### src/rtl/itsdk_pkg.sv
package itsdk_pkg;

    localparam int QUEUE_DEPTH = 2;
    localparam int NDIG_MAX    = 10;

    localparam logic [7:0]  ZONE_ZERO = 8'h44;
    localparam logic [7:0]  ZONE_POS  = 8'h46;
    localparam logic [7:0]  ZONE_NEG  = 8'h42;
    localparam logic [7:0]  ASCII_0   = 8'h30;

    // floor(x / 10) == (x * RECIP10) >> RECIP_SHIFT for every 32-bit x
    localparam logic [31:0] RECIP10     = 32'hCCCC_CCCD;
    localparam int          RECIP_SHIFT = 35;

    typedef struct packed {
        logic        neg;
        logic [31:0] mag;
    } t_item;

endpackage

### src/rtl/itsdk_queue.sv
module itsdk_queue
    import itsdk_pkg::*;
#(
    parameter int DEPTH = QUEUE_DEPTH
) (
    input  logic  i_clk,
    input  logic  i_rst_n,
    input  logic  i_push,
    input  t_item i_item,
    output logic  o_full,
    output logic  o_valid,
    input  logic  i_pop,
    output t_item o_item
);

    localparam int PTR_W = (DEPTH > 1) ? $clog2(DEPTH) : 1;
    localparam int CNT_W = $clog2(DEPTH + 1);
    localparam logic [PTR_W-1:0] PTR_LAST = PTR_W'(DEPTH - 1);
    localparam logic [CNT_W-1:0] CNT_FULL = CNT_W'(DEPTH);

    t_item            r_mem [DEPTH];
    logic [PTR_W-1:0] r_wr_ptr, n_wr_ptr;
    logic [PTR_W-1:0] r_rd_ptr, n_rd_ptr;
    logic [CNT_W-1:0] r_count, n_count;

    assign o_full  = (r_count == CNT_FULL);
    assign o_valid = (r_count != '0);
    assign o_item  = r_mem[r_rd_ptr];

    always_comb begin
        n_wr_ptr = r_wr_ptr;
        n_rd_ptr = r_rd_ptr;
        n_count  = r_count;
        if (i_push) begin
            n_wr_ptr = (r_wr_ptr == PTR_LAST) ? '0 : r_wr_ptr + 1'b1;
        end
        if (i_pop) begin
            n_rd_ptr = (r_rd_ptr == PTR_LAST) ? '0 : r_rd_ptr + 1'b1;
        end
        if (i_push && !i_pop) begin
            n_count = r_count + 1'b1;
        end else if (!i_push && i_pop) begin
            n_count = r_count - 1'b1;
        end
    end

    always_ff @(posedge i_clk) begin
        if (!i_rst_n) begin
            r_wr_ptr <= '0;
            r_rd_ptr <= '0;
            r_count  <= '0;
        end else begin
            r_wr_ptr <= n_wr_ptr;
            r_rd_ptr <= n_rd_ptr;
            r_count  <= n_count;
        end
    end

    always_ff @(posedge i_clk) begin
        if (i_push) begin
            r_mem[r_wr_ptr] <= i_item;
        end
    end

`ifndef SYNTHESIS
    a_no_overflow: assert property (@(posedge i_clk) disable iff (!i_rst_n)
        i_push |-> (!o_full || i_pop))
        else $error("queue push while full");
    a_no_underflow: assert property (@(posedge i_clk) disable iff (!i_rst_n)
        i_pop |-> o_valid)
        else $error("queue pop while empty");
    a_count_range: assert property (@(posedge i_clk) disable iff (!i_rst_n)
        r_count <= CNT_FULL)
        else $error("queue count out of range");
`endif

endmodule

### config.mk
export PLATFORM = sky130hd
export DESIGN_NAME = itsdk_queue
export DESIGN_NICKNAME = d
export VERILOG_FILES = /design/src/rtl/itsdk_pkg.sv /design/src/rtl/itsdk_queue.sv
export SDC_FILE = /design/constraint.sdc
export NUM_CORES = 1
export LEC_CHECK = 0
export ABC_AREA = 1
export ABC_CLOCK_PERIOD_IN_PS = 3300
export BUFFER_PORTS_ARGS = -buffer_cell sky130_fd_sc_hd__buf_2
export CORE_ASPECT_RATIO = 1.5
export CORE_MARGIN = 3
export CORE_UTILIZATION = 52
export CTS_BUF_LIST = sky130_fd_sc_hd__clkbuf_8 sky130_fd_sc_hd__clkbuf_16
export DETAILED_ROUTE_END_ITERATION = 8
export GPL_TIMING_DRIVEN = 0
export PLACE_DENSITY = 0.79
export SLEW_MARGIN = 20
export SYNTH_ARGS = -nofsm -noshare
export SYNTH_HDL_FRONTEND = slang
export SYNTH_SLANG_ARGS = --single-unit
### constraint.sdc
create_clock -name i_clk -period 3.3 [get_ports i_clk]
set_clock_uncertainty 0.2 [all_clocks]
set_input_delay 0.495 -clock i_clk [delete_from_list [all_inputs] [get_ports i_clk]]
set_output_delay 0.495 -clock i_clk [all_outputs]
set_load 0.01 [all_outputs]
==> flow_summary_export.csv <==
group,metric,value,unit
outcome,status,"complete, no violations",
route,ant_nets,0,
power,vdd_drop_max,0.417,mV
global_routing,grt_max_degree,34,
clock_network,clk_latency,0.31,ns
power,power_frac_comb,12.7,%
clock_network,cts_buffers,9,
clock_network,ctsRootBufferMaster,"clkbuf_8",
sta,tightest_slew,0.723,ns
route,drc,0,
place,dpl_cell_area,0.00324,mm2
route,wire_per_inst,14.7,um
power,power_frac_seq,58.8,%
worst_setup_path,critPathLaunchType,"register",
place,place_ws,1.42,ns
worst_setup_path,critPathKind,"reg -> out",
route,drt_iter0_drc,42,
synthesis,synth_area,0.00277,mm2
global_routing,grt_pass1_vias,1505,
route,drt-total-wl,4270,um
floorplan,die_area,0.00625,mm2
sta,setup_viol,0,
sta,hold_viol,0,
layout,finish.net_count,259,
clock_network,cts.path.max_buffers,2,
clock_network,cts_tree,"built",
synthesis,synth_area_per_cell,20.0,um2
global_routing,antenna_found_initial,0,
worst_setup_path,cp_max_fo,10,
floorplan,num_rows,31,
sta,setup_slack,1.22,ns
power,p_total,0.00179,W
floorplan,die_x,65.5,um
clock_network,clkTransAtPathRegs,0.06,ns
route,via_per_inst,4.87,
synthesis,synthCells,138,
route,firstDrtPassIters,4,
route,vias,1412,
sta,rsz0062_at_grt,"no",
global_routing,grt_overflow,0,
place,port_buffers,71,
power,power.share.switching,21.2,%
layout,area_growth,22.3,%
sta,relSlewSlack,51.7,%
worst_hold_path,hold_path.class,"in -> reg",
power,switchingPower,0.000380,W
place,dp_hpwl,3110,um
power,p_leak,1.40,nW
synthesis,synth-seq-area-share,75.3,%
power,p_per_area,530,mW/mm2
floorplan,coreArea,0.00496,mm2
worst_setup_path,arrival,1.39,ns
floorplan,num_io_pins,72,
worst_setup_path,cp.required,2.60,ns
sta,setup_tns,0,ns
sta,slew_viol_final,0,
layout,fillerInstances,375,
job,maxCapViolCount,0,
sta,maxClockFrequency,480,MHz
clock_network,postCtsSetupRepairBufs,0,
sta,fin_hold_ws,0.165,ns
clock_network,post_cts_resized,0,
floorplan,dieHeight,95.3,um
place,place.gp.congestion,0.740,
synthesis,ys_ff_latch,71,
layout,drive_above_1_share,54.0,%
global_routing,grt_usage,15.1,%
power,p_int,0.00141,W
clock_network,clock-sinks,71,
global_routing,grt_pass1_wl,6790,um
layout,diodes,0,
sta,fin_crit,2.08,ns
synthesis,ys_types,14,
layout,finalInstanceArea,0.00338,mm2
clock_network,htree_levels,3,
floorplan,start_util,55.7,%
sta,post-route-period-util,63.1,%
synthesis,yosys_warnings,0,
worst_setup_path,end_kind,"output port",
synthesis,synthesis.nets,176,
power,power.clock.fraction,28.5,%
clock_network,cts_hold_buf,0,
[power by group through the flow]
stage,Clock (W),Combinational [W],Sequential [W]
2_1_floorplan,0,0.000142,0.00107
3_3_place_gp,0,0.000218,0.00107
3_5_place_dp,0,0.000232,0.00107
4_1_cts,0.000532,0.000233,0.00105
5_1_grt,0.000566,0.000248,0.00106
6_report,0.000511,0.000228,0.00105
[layout by cell type (no fill, tap or decap)]
| master | instances |
|---|---|
| nand4_1 | 1 |
| mux2_4 | 30 |
| nand2_1 | 9 |
| o21ai_0 | 1 |
| buf_6 | 1 |
| inv_2 | 1 |
| nand3_1 | 1 |
| nor2_4 | 1 |
| mux2_2 | 3 |
| buf_12 | 3 |
| clkinv_2 | 1 |
| edfxtp_1 | 66 |
| a21oi_1 | 1 |
| clkbuf_8 | 9 |
| buf_16 | 1 |
| inv_1 | 9 |
| buf_2 | 71 |
| clkinv_1 | 2 |
| ha_1 | 1 |
| nor2_1 | 7 |
| dfxtp_1 | 5 |
[layer usage]
metal	GRT usage [%]	up-vias	part of all wire, %
met2	27.6	53	56
met4	8.30	0	1.7
li1	-	679	-
met3	3.54	6	5.7
met5	0	-	0
met1	15.5	674	37
[synthesized netlist by cell type]
library cell	number	area (um2)
a21oi_1	1	5.00
buf_12	3	60.1
buf_6	1	11.3
dfxtp_1	5	100
edfxtp_1	66	1980
ha_1	1	12.5
inv_1	8	30.0
mux2_2	3	33.8
mux2_4	30	450
nand2_1	9	33.8
nand3_1	1	5.00
nand4_1	1	6.26
nor2_1	8	30.0
o21ai_0	1	5.00
[through the flow]
step	util (%)	std cells
global placement	64.5	275
CTS	68.1	290
global route	68.1	290
finish	68.1	290
detailed placement	65.2	276
floorplan	-	138
[worst max-delay path: stages, from the launching register on]
cell     delay (ns)
dfxtp_1        0.33
buf_6          0.15
buf_12         0.15
mux2_4         0.30
buf_2          0.14
[path summary, 6_finish.rpt]
path                   from            to  slack (ns)  cells after the start
setup reg to reg   r_wr_ptr  r_mem[1][27]        1.66                      2
hold / removal    i_item[5]   r_mem[0][5]        0.17                      1
hold reg to reg    r_rd_ptr      r_rd_ptr        0.32                      2
setup / recovery   register     o_item[2]        1.22                      4
[registers in the layout, indices dropped and copies added (netlist names), named ones only]
register	flops
r_count	2
r_mem	66
r_rd_ptr	1
r_wr_ptr	1
[final cells by class]
| class | count | area [um2] | area share, % |
|---|---|---|---|
| Sequential cell | 71 | 2080 | 61.6 |
| Multi-Input combinational cell | 55 | 589 | 17.4 |
| Timing Repair Buffer | 72 | 383 | 11.3 |
| Clock buffer | 9 | 124 | 3.66 |
| Tap cell | 66 | 82.6 | 2.44 |
| Buffer | 4 | 71.3 | 2.11 |
| Inverter | 8 | 30.0 | 0.888 |
| Clock inverter | 5 | 20.0 | 0.592 |
[cells by family after synthesis]
family | after synthesis | share of synthesized area, %
buffers and inverters | 12 | 3.67
and+or+nand+nor | 19 | 2.71
DFF | 71 | 75.3
muxes | 33 | 17.5
AOI/OAI and AO/OA | 2 | 0.362
adders and majority gates | 1 | 0.452
No activity file was read; power rests on OpenSTA's default activity.
