===== src/rtl/itsdk_pkg.sv =====
package itsdk_pkg;

    localparam int QUEUE_DEPTH = 2;
    localparam int NDIG_MAX    = 10;

    localparam logic [7:0]  ZONE_ZERO = 8'h44;
    localparam logic [7:0]  ZONE_POS  = 8'h46;
    localparam logic [7:0]  ZONE_NEG  = 8'h42;
    localparam logic [7:0]  ASCII_0   = 8'h30;

    // floor(x / 10) == (x * RECIP10) >> RECIP_SHIFT for every 32-bit x
    localparam logic [31:0] RECIP10     = 32'hCCCC_CCCD;
    localparam int          RECIP_SHIFT = 35;

    typedef struct packed {
        logic        neg;
        logic [31:0] mag;
    } t_item;

endpackage


===== src/rtl/itsdk_front.sv =====
module itsdk_front
    import itsdk_pkg::*;
(
    input  logic        i_cmd,
    input  logic [31:0] i_value,
    output t_item       o_item
);

    logic w_neg;

    // negative only when read as signed and the sign bit is set
    assign w_neg       = i_cmd & i_value[31];
    assign o_item.neg  = w_neg;
    assign o_item.mag  = w_neg ? (32'd0 - i_value) : i_value;

endmodule


===== config.mk =====
export PLATFORM = sky130hd
export DESIGN_NAME = itsdk_front
export DESIGN_NICKNAME = d
export VERILOG_FILES = /design/src/rtl/itsdk_pkg.sv /design/src/rtl/itsdk_front.sv
export SDC_FILE = /design/constraint.sdc
export NUM_CORES = 1
export LEC_CHECK = 0
export BUFFER_PORTS_ARGS = -buffer_cell sky130_fd_sc_hd__buf_4
export CAP_MARGIN = 5
export CORE_MARGIN = 2
export CORE_UTILIZATION = 38
export DETAILED_ROUTE_END_ITERATION = 6
export PLACE_DENSITY = 0.86
export SLEW_MARGIN = 20
export SYNTH_ARGS = -nofsm -noshare
export SYNTH_HDL_FRONTEND = slang
export SYNTH_SLANG_ARGS = --single-unit

===== constraint.sdc =====
create_clock -name vclk -period 3.3
set_clock_uncertainty 0.05 [all_clocks]
set_input_delay 0.495 -clock vclk [all_inputs]
set_output_delay 0.495 -clock vclk [all_outputs]
set_load 0.01 [all_outputs]

==> flow_metrics.tcl, run 1 <==
set metrics [dict create \
    vias 969 \
    grt_setup_unrepaired "false" \
    core_area_um2 1689 \
    drive_gt1_share_pct 45.34 \
    die_y_um 45.86 \
    overflow 0 \
    drc 0 \
    seqCellArea_um2 0 \
    status "finished clean" \
    antenna_found_initial 0 \
    crit_path_end_kind "primary output" \
    hp-class "in -> out" \
    crit_family "simple AND/OR/NAND/NOR gates" \
    max_stage_delay_ns 0.63 \
    track_usage_pct 21.65 \
    fin_setup_tns_ns 0 \
    worstPathRequired_ns 2.75 \
    vdd_drop_max_mv 0.07453 \
    finalNetCount 197 \
    slew_headroom_pct 55.89 \
    min_from "i_value[0]" \
    wl_per_cell_um 13.49 \
    min_period_ns 3.116 \
    fill_cells 149 \
    drt_first_iter_violations 11 \
    grt_pass1_wl_um 3560 \
    slew_viol_final 0 \
    final_cell_mix "69 x buf_4, 24 x xnor2_1, 11 x o31ai_1" \
    start_kind "input port" \
    hold_depth 2 \
    grt_pass1_vias 801 \
    synth_cells 97 \
    cts_setup_buffers 0 \
    fmax_mhz 320.9 \
    critPathMaxFanout 3 \
    yosysSeqAreaShare_pct 0 \
    setup-violations-final 0 \
    ant_nets 0 \
    stdcell_area_um2 1177 \
    syn-num-nets 131 \
    cellLeakagePower_uw 0.0005050 \
    dpl_cell_area_um2 1177 \
    dr.pass1.iters 6 \
    wl_um 2402 \
    synthToLayoutAreaGrowth_pct 76.88 \
    diodes 0 \
    multiInputGateArea_um2 619.3 \
    top_level_ports 66 \
    path_cells "buf_4 -> inv_1 -> ha_1 -> or4b_2 -> nand4bb_1 -> or2_1 -> o31ai_1 -> xnor2_1 -> buf_4" \
    initial_core_util_pct 39.41 \
    post_cts_resized 0 \
    nClkBuffers 0 \
    netlist_area_um2 665.6 \
    path_buf_inv 3 \
    synthDistinctLibCells 30 \
    p_per_area_nw_per_um2 159.2 \
    grt_max_degree 28 \
    crit_top_cell "buf_4" \
    min_to "o_item[0]" \
    criticalPathCategory "in -> out" \
    ys_warn_count 0 \
    portBuffers 66 \
    slowest_stage "or4b_2" \
    die_w_um 45.86 \
    dieArea_um2 2103 \
    rows 15 \
    max_cap_viol_count 0 \
    hpwl_um 2055 \
    cts_hold_buf 0 \
    design.seq.count 0 \
    viasPerCell 5.444 \
    avgSynthCellArea_um2 6.862 \
    gp_congestion 0.7613 \
    period_share_pct 94.42 \
    layout_commonest_cell "buf_4" \
    cp.arrival_ns 2.57 \
    tightest_slew_ns 0.6576 \
    final_hold_viol_count 0 \
]
==> per-layer routing <==
metal / routed length [µm] / track usage [%] / share of wire (%) / up-vias
li1: - / - / - / 475
met1: 1019 / 28.84 / 42 / 450
met2: 1192 / 39.44 / 50 / 44
met3: 190 / 1.587 / 7.9 / 0
met4: 0 / 0.5714 / 0 / 0
met5: 0 / 0 / 0 / -
==> through the flow <==
stage | cells | power, µW | utilization, % | hold slack, ns | worst slack [ns]
6_report | 178 | 187.4 | 69.70 | 1.154 | 0.1840
5_1_grt | 178 | 201.4 | 69.70 | 1.163 | 0.08351
3_3_place_gp | 178 | 183.4 | 69.70 | 1.154 | 0.2337
4_1_cts | 178 | 188.3 | 69.70 | 1.155 | 0.1836
3_5_place_dp | 178 | 188.1 | 69.70 | 1.155 | 0.1945
2_1_floorplan | 97 | 78.44 | - | 1.020 | 0.4125
==> power breakdown <==
part / internal, µW / total [µW] / switching (µW)
registers: 0 / 0 / 0
logic: 104 / 187 / 83.9
clock network: 0 / 0 / 0
==> synth_stat cells (2+ instances only) <==
master    count  share of area, %
nor3_1        3               2.3
o21ai_0       9               6.8
nand2_1       6               3.4
xnor2_1      24                32
nor2_1        4               2.3
buf_4         2               2.3
inv_1         4               2.3
a21oi_1       3               2.3
o31ai_1      11                12
xor2_1        5               6.6
or4_1         2               2.3
clkbuf_1      2               1.1
or3_1         4               3.8
o41ai_1       2               2.6
==> worst max-delay path by stage <==
stage | startpoint | to | slack (ns) | cells past startpoint
after floorplan | i_value[18] | o_item[31] | 0.41 | 6
after global placement | i_value[18] | o_item[31] | 0.23 | 7
after detailed placement | i_value[1] | o_item[26] | 0.19 | 9
after CTS | i_value[1] | o_item[26] | 0.18 | 9
after global routing | i_value[1] | o_item[20] | 0.08 | 9
final | i_value[1] | o_item[26] | 0.18 | 9
==> cell families after synthesis <==
group	Yosys count	synth area share [%]
AO/OA/AOI/OAI	26	24.81
XOR/XNOR	29	38.16
adder cells (fa/ha/maj)	1	1.879
buffers and inverters	10	6.953
AND/OR/NAND/NOR	31	28.20
==> final cells by class <==
| cell class | instances | share of cell area (%) |
|---|---|---|
| well taps | 17 | 1.807 |
| inverters | 5 | 1.594 |
| repair buffers | 69 | 44.00 |
| multi-input cells | 87 | 52.60 |
No activity file was read; power rests on OpenSTA's default activity.
==> run 2: changes to the inputs <==
CORE_MARGIN = not set   (was 2)
SETUP_SLACK_MARGIN = 0.2   (was not set)
==> run 2 against run 1 <==
The flow now finishes with violations (DRC). Wire length is 13% lower. Clock-buffer cell count stayed put. Via count is 2.7% lower. First-iteration DRC count stayed put. Utilization is 6.9 points higher. Cell area is 2.6% higher. Die area is 8.5% lower. Fmax is 2.1% higher. Combinational power hardly changed. Non-clock buffer count is 1 lower. Sequential cell count stayed put. Sequential share of layout area stayed put. Critical endpoint is now o_item[31]. Largest cell class unchanged.
==> flow_metrics.tcl, run 2 (synthesis gave the netlist of run 1 again) <==
set metrics [dict create \
    die_y_um 43.86 \
    cellLeakagePower_uw 0.0005240 \
    drt_first_iter_violations 11 \
    grt_setup_unrepaired "true" \
    fill_cells 128 \
    grt_max_degree 28 \
    synthToLayoutAreaGrowth_pct 81.39 \
    dr.pass1.iters 7 \
    power_frac_comb_pct 100.0 \
    wl_per_cell_um 11.94 \
    multiInputGateArea_um2 658.1 \
    portBuffers 66 \
    rows 14 \
    hp-class "in -> out" \
    hpwl_um 1779 \
    finalNetCount 196 \
    fin_util_pct 76.59 \
    ant_nets 0 \
    crit_path_end_kind "primary output" \
    p_clk_share_pct 0 \
    initial_core_util_pct 42.22 \
    diodes 0 \
    wl_um 2101 \
    start_kind "input port" \
    worstPathRequired_ns 2.75 \
    core_area_um2 1577 \
    place_ws_ns 0.2077 \
    layout_commonest_cell "buf_4" \
    violations "DRC" \
    p_per_area_nw_per_um2 155.2 \
    p_sw_uw 82.96 \
    grt_pass1_wl_um 3374 \
    slew_viol_final 0 \
    antenna_found_initial 0 \
    pwr-share-seq_pct 0 \
    critPathMaxFanout 4 \
    fmax_mhz 327.6 \
    top_level_ports 66 \
    period_share_pct 92.50 \
    p_int_uw 104.4 \
    slew_headroom_pct 51.88 \
    track_usage_pct 21.36 \
    seqCellArea_um2 0 \
    design.seq.count 0 \
    min_to "o_item[0]" \
    tightest_slew_ns 0.7174 \
    grt_pass1_vias 813 \
    final_hold_viol_count 0 \
    final_cell_mix "68 x buf_4, 24 x xnor2_1, 9 x o21ai_0" \
    min_period_ns 3.053 \
    criticalPathCategory "in -> out" \
    nClkBuffers 0 \
    vdd_drop_max_mv 0.08375 \
    overflow 0 \
    vias 943 \
    cp.arrival_ns 2.51 \
    swShare_pct 44.27 \
    hold_depth 2 \
    setup-violations-final 0 \
    viasPerCell 5.358 \
    drc 5 \
    cts_setup_buffers 0 \
    fin_setup_tns_ns 0 \
    max_cap_viol_count 0 \
    min_from "i_value[0]" \
    gp_congestion 0.7256 \
    status "complete, but fails checks" \
    timing.final.ws_setup_ns 0.2475 \
    drive_gt1_share_pct 48.13 \
    die_w_um 43.86 \
    dieArea_um2 1923 \
]
-- run 2: changes by cell type in the layout (fill, tap and decap cells not counted) --
cell	before	now
o31ai_2	0	3
o41ai_2	0	1
o41ai_1	2	1
buf_4	69	68
nand4bb_4	0	1
nand4bb_1	1	0
o31ai_1	11	8
-- run 2: how the worst max path moves through the flow --
| stage | from | endpoint | slack, ns |
|---|---|---|---|
| 2_1_floorplan | i_value[18] | o_item[31] | 0.41 |
| 3_3_place_gp | i_value[1] | o_item[26] | 0.25 |
| 3_5_place_dp | i_value[1] | o_item[26] | 0.21 |
| 4_1_cts | i_value[1] | o_item[26] | 0.20 |
| 5_1_grt | i_value[1] | o_item[26] | 0.16 |
| 6_report | i_value[18] | o_item[31] | 0.25 |
-- run 2: final cells by class --
type                       instances  share of cell area (%)
timing repair buffer              68                   42.28
tap                               16                   1.658
multi-input combinational         87                   54.51
inverter                           5                   1.554
-- run 2: timing repair --
item	in CTS	in global routing
gates resized for setup	0	5
hold buffers	0	0
hold endpoints to repair	0	0
setup endpoints to repair	0	6
-- run 2: power groups by stage --
stage | sequential [µW] | clock (µW) | combinational, µW
after floorplan | 0 | 0 | 78.4
after global placement | 0 | 0 | 182
after detailed placement | 0 | 0 | 185
after CTS | 0 | 0 | 185
after global routing | 0 | 0 | 201
final | 0 | 0 | 187
-- run 2: worst max-delay path: stages --
cell and delay [ns]:
buf_4 0.12, or3_4 0.39, or4_1 0.50, or4_4 0.50, o31ai_1 0.23, and2_1 0.16, buf_4 0.11
-- run 2: per-layer routing --
metal | vias up | GRT usage, % | share of wire, %
met1 | 426 | 28.40 | 41
met2 | 39 | 39.70 | 50
li1 | 478 | - | -
met3 | 0 | 0.8333 | 9.0
met5 | - | 0 | 0
met4 | 0 | 1.212 | 0
-- run 2: per-stage QoR --
| step | area [µm²] | power [µW] | std cells | hold WS [ns] |
|---|---|---|---|---|
| 2_1_floorplan | 665.6 | 78.44 | 97 | 1.020 |
| 3_3_place_gp | 1169 | 181.8 | 176 | 1.153 |
| 3_5_place_dp | 1169 | 185.1 | 176 | 1.156 |
| 4_1_cts | 1169 | 185.4 | 176 | 1.156 |
| 5_1_grt | 1207 | 201.2 | 176 | 1.164 |
| 6_report | 1207 | 187.4 | 176 | 1.155 |
==> run 3: changes to the inputs <==
CORE_UTILIZATION = 27   (was 38)
GPL_TIMING_DRIVEN = 0   (was not set)
PLACE_DENSITY = 0.65   (was 0.86)
SKIP_LAST_GASP = 1   (was not set)
==> run 3 against run 2 <==
The run now ends clean. Combinational power is 3% higher. Largest power group unchanged. Fmax shrank 0.81%. First-iteration DRC count increased by 9.1%. Power is 3.1% higher. Setup slack lost 0.025 ns. Critical path depth grew 1. Clock-buffer cell count did not move. Highest routed layer unchanged. Sequential cell count stayed put. Cell area grew 6.6%. Die area is 39% higher. Hold slack gained 0.060 ns.
==> flow_metrics.tcl, run 3 (synthesis gave the netlist of run 1 again) <==
set metrics [dict create \
    status "finished clean" \
    hpwl_um 1805 \
    holdWs_ns 1.215 \
    drc 0 \
    cts_hold_buf 0 \
    min_period_ns 3.078 \
    grt_setup_unrepaired "true" \
    tightest_slew_ns 0.7226 \
    worstPathRequired_ns 2.75 \
    grt_max_degree 11 \
    die_y_um 51.65 \
    overflow 0 \
    finalNetCount 203 \
    viasPerCell 4.841 \
    criticalPathCategory "in -> out" \
    dr.pass1.iters 3 \
    finalPower_uw 193.3 \
    synthToLayoutAreaGrowth_pct 93.42 \
    hp-class "in -> out" \
    wl_um 2244 \
    grt_pass1_wl_um 3643 \
    dp_cells 191 \
    period_share_pct 93.26 \
    slew_viol_final 0 \
    wl_per_cell_um 11.51 \
    vdd_drop_max_mv 0.07635 \
    critPathMaxFanout 2 \
    cp.arrival_ns 2.53 \
    nClkBuffers 0 \
    vias 944 \
    setup-violations-final 0 \
    max_stage_delay_ns 0.48 \
    seqCellArea_um2 0 \
    final_cell_mix "69 x buf_4, 24 x xnor2_1, 9 x o31ai_1, 9 x o21ai_0, 6 x nand2_1" \
    drive_gt1_share_pct 50.30 \
    crit_top_cell "buf_6" \
    fin_setup_tns_ns 0 \
    layout_commonest_cell "buf_4" \
    antenna_found_initial 0 \
    start_kind "input port" \
    max_cap_viol_count 0 \
    multiInputGateArea_um2 663.1 \
    fill_cells 209 \
    slew_headroom_pct 51.38 \
    cellLeakagePower_uw 0.0005559 \
    path_cells "buf_6 -> or3_1 -> or4_4 -> buf_6 -> or4_4 -> o31ai_2 -> and2_4 -> buf_6" \
    die_w_um 51.65 \
    final_hold_viol_count 0 \
    fmax_mhz 324.9 \
    rows 17 \
    fin_util_pct 56.57 \
    core_area_um2 2276 \
    track_usage_pct 16.92 \
    dieArea_um2 2668 \
    final_cells 195 \
    initial_core_util_pct 29.25 \
    ant_nets 0 \
    design.seq.count 0 \
    diodes 0 \
    p_per_area_nw_per_um2 150.1 \
    gp_congestion 0.7847 \
    crit_path_end_kind "primary output" \
    grt_pass1_vias 872 \
    top_level_ports 66 \
    portBuffers 66 \
    drt_first_iter_violations 12 \
    slowest_stage "or4_4" \
]
[run 3: worst paths after layout]
kind | slack, ns | cells past startpoint | from | endpoint
setup / recovery | 0.22 | 8 | i_value[23] | o_item[31]
hold / removal | 1.21 | 3 | i_value[20] | o_item[20]
[run 3: layout make-up]
type	count	area share, %
timing repair buffer	70	41.69
tap	28	2.721
multi-input combinational	87	51.51
inverter	5	1.458
buffer	5	2.624
[run 3: per-layer routing]
layer | routed length, µm | GRT usage (%)
met2 | 1161 | 34.20
met1 | 922 | 19.83
met4 | 0 | 0.4505
met3 | 161 | 1.462
met5 | 0 | 0
[run 3: critical path, delay by kind of cell]
kind            cells  cell delay, ns
compound gates      1            0.22
simple gates        4            1.50
buf+inv             3            0.31
[run 3: power breakdown]
| part | switching [µW] | total [µW] | internal, µW |
|---|---|---|---|
| clock | 0 | 0 | 0 |
| combinational | 84.9 | 193 | 108 |
| sequential | 0 | 0 | 0 |
| total | 84.9 | 193 | 108 |
[run 3: timing repair]
item                       4_1_cts  5_1_grt
setup endpoints to repair        6        6
pin swaps                        3        4
gates resized for setup         10        4
setup buffers                    2        2
[run 3: stage by stage]
step	area (µm²)	setup slack (ns)
finish	1287	0.2225
global route	1287	0.1793
global placement	1196	-0.01954
detailed placement	1196	-0.01470
floorplan	665.6	0.4125
CTS	1259	0.1839
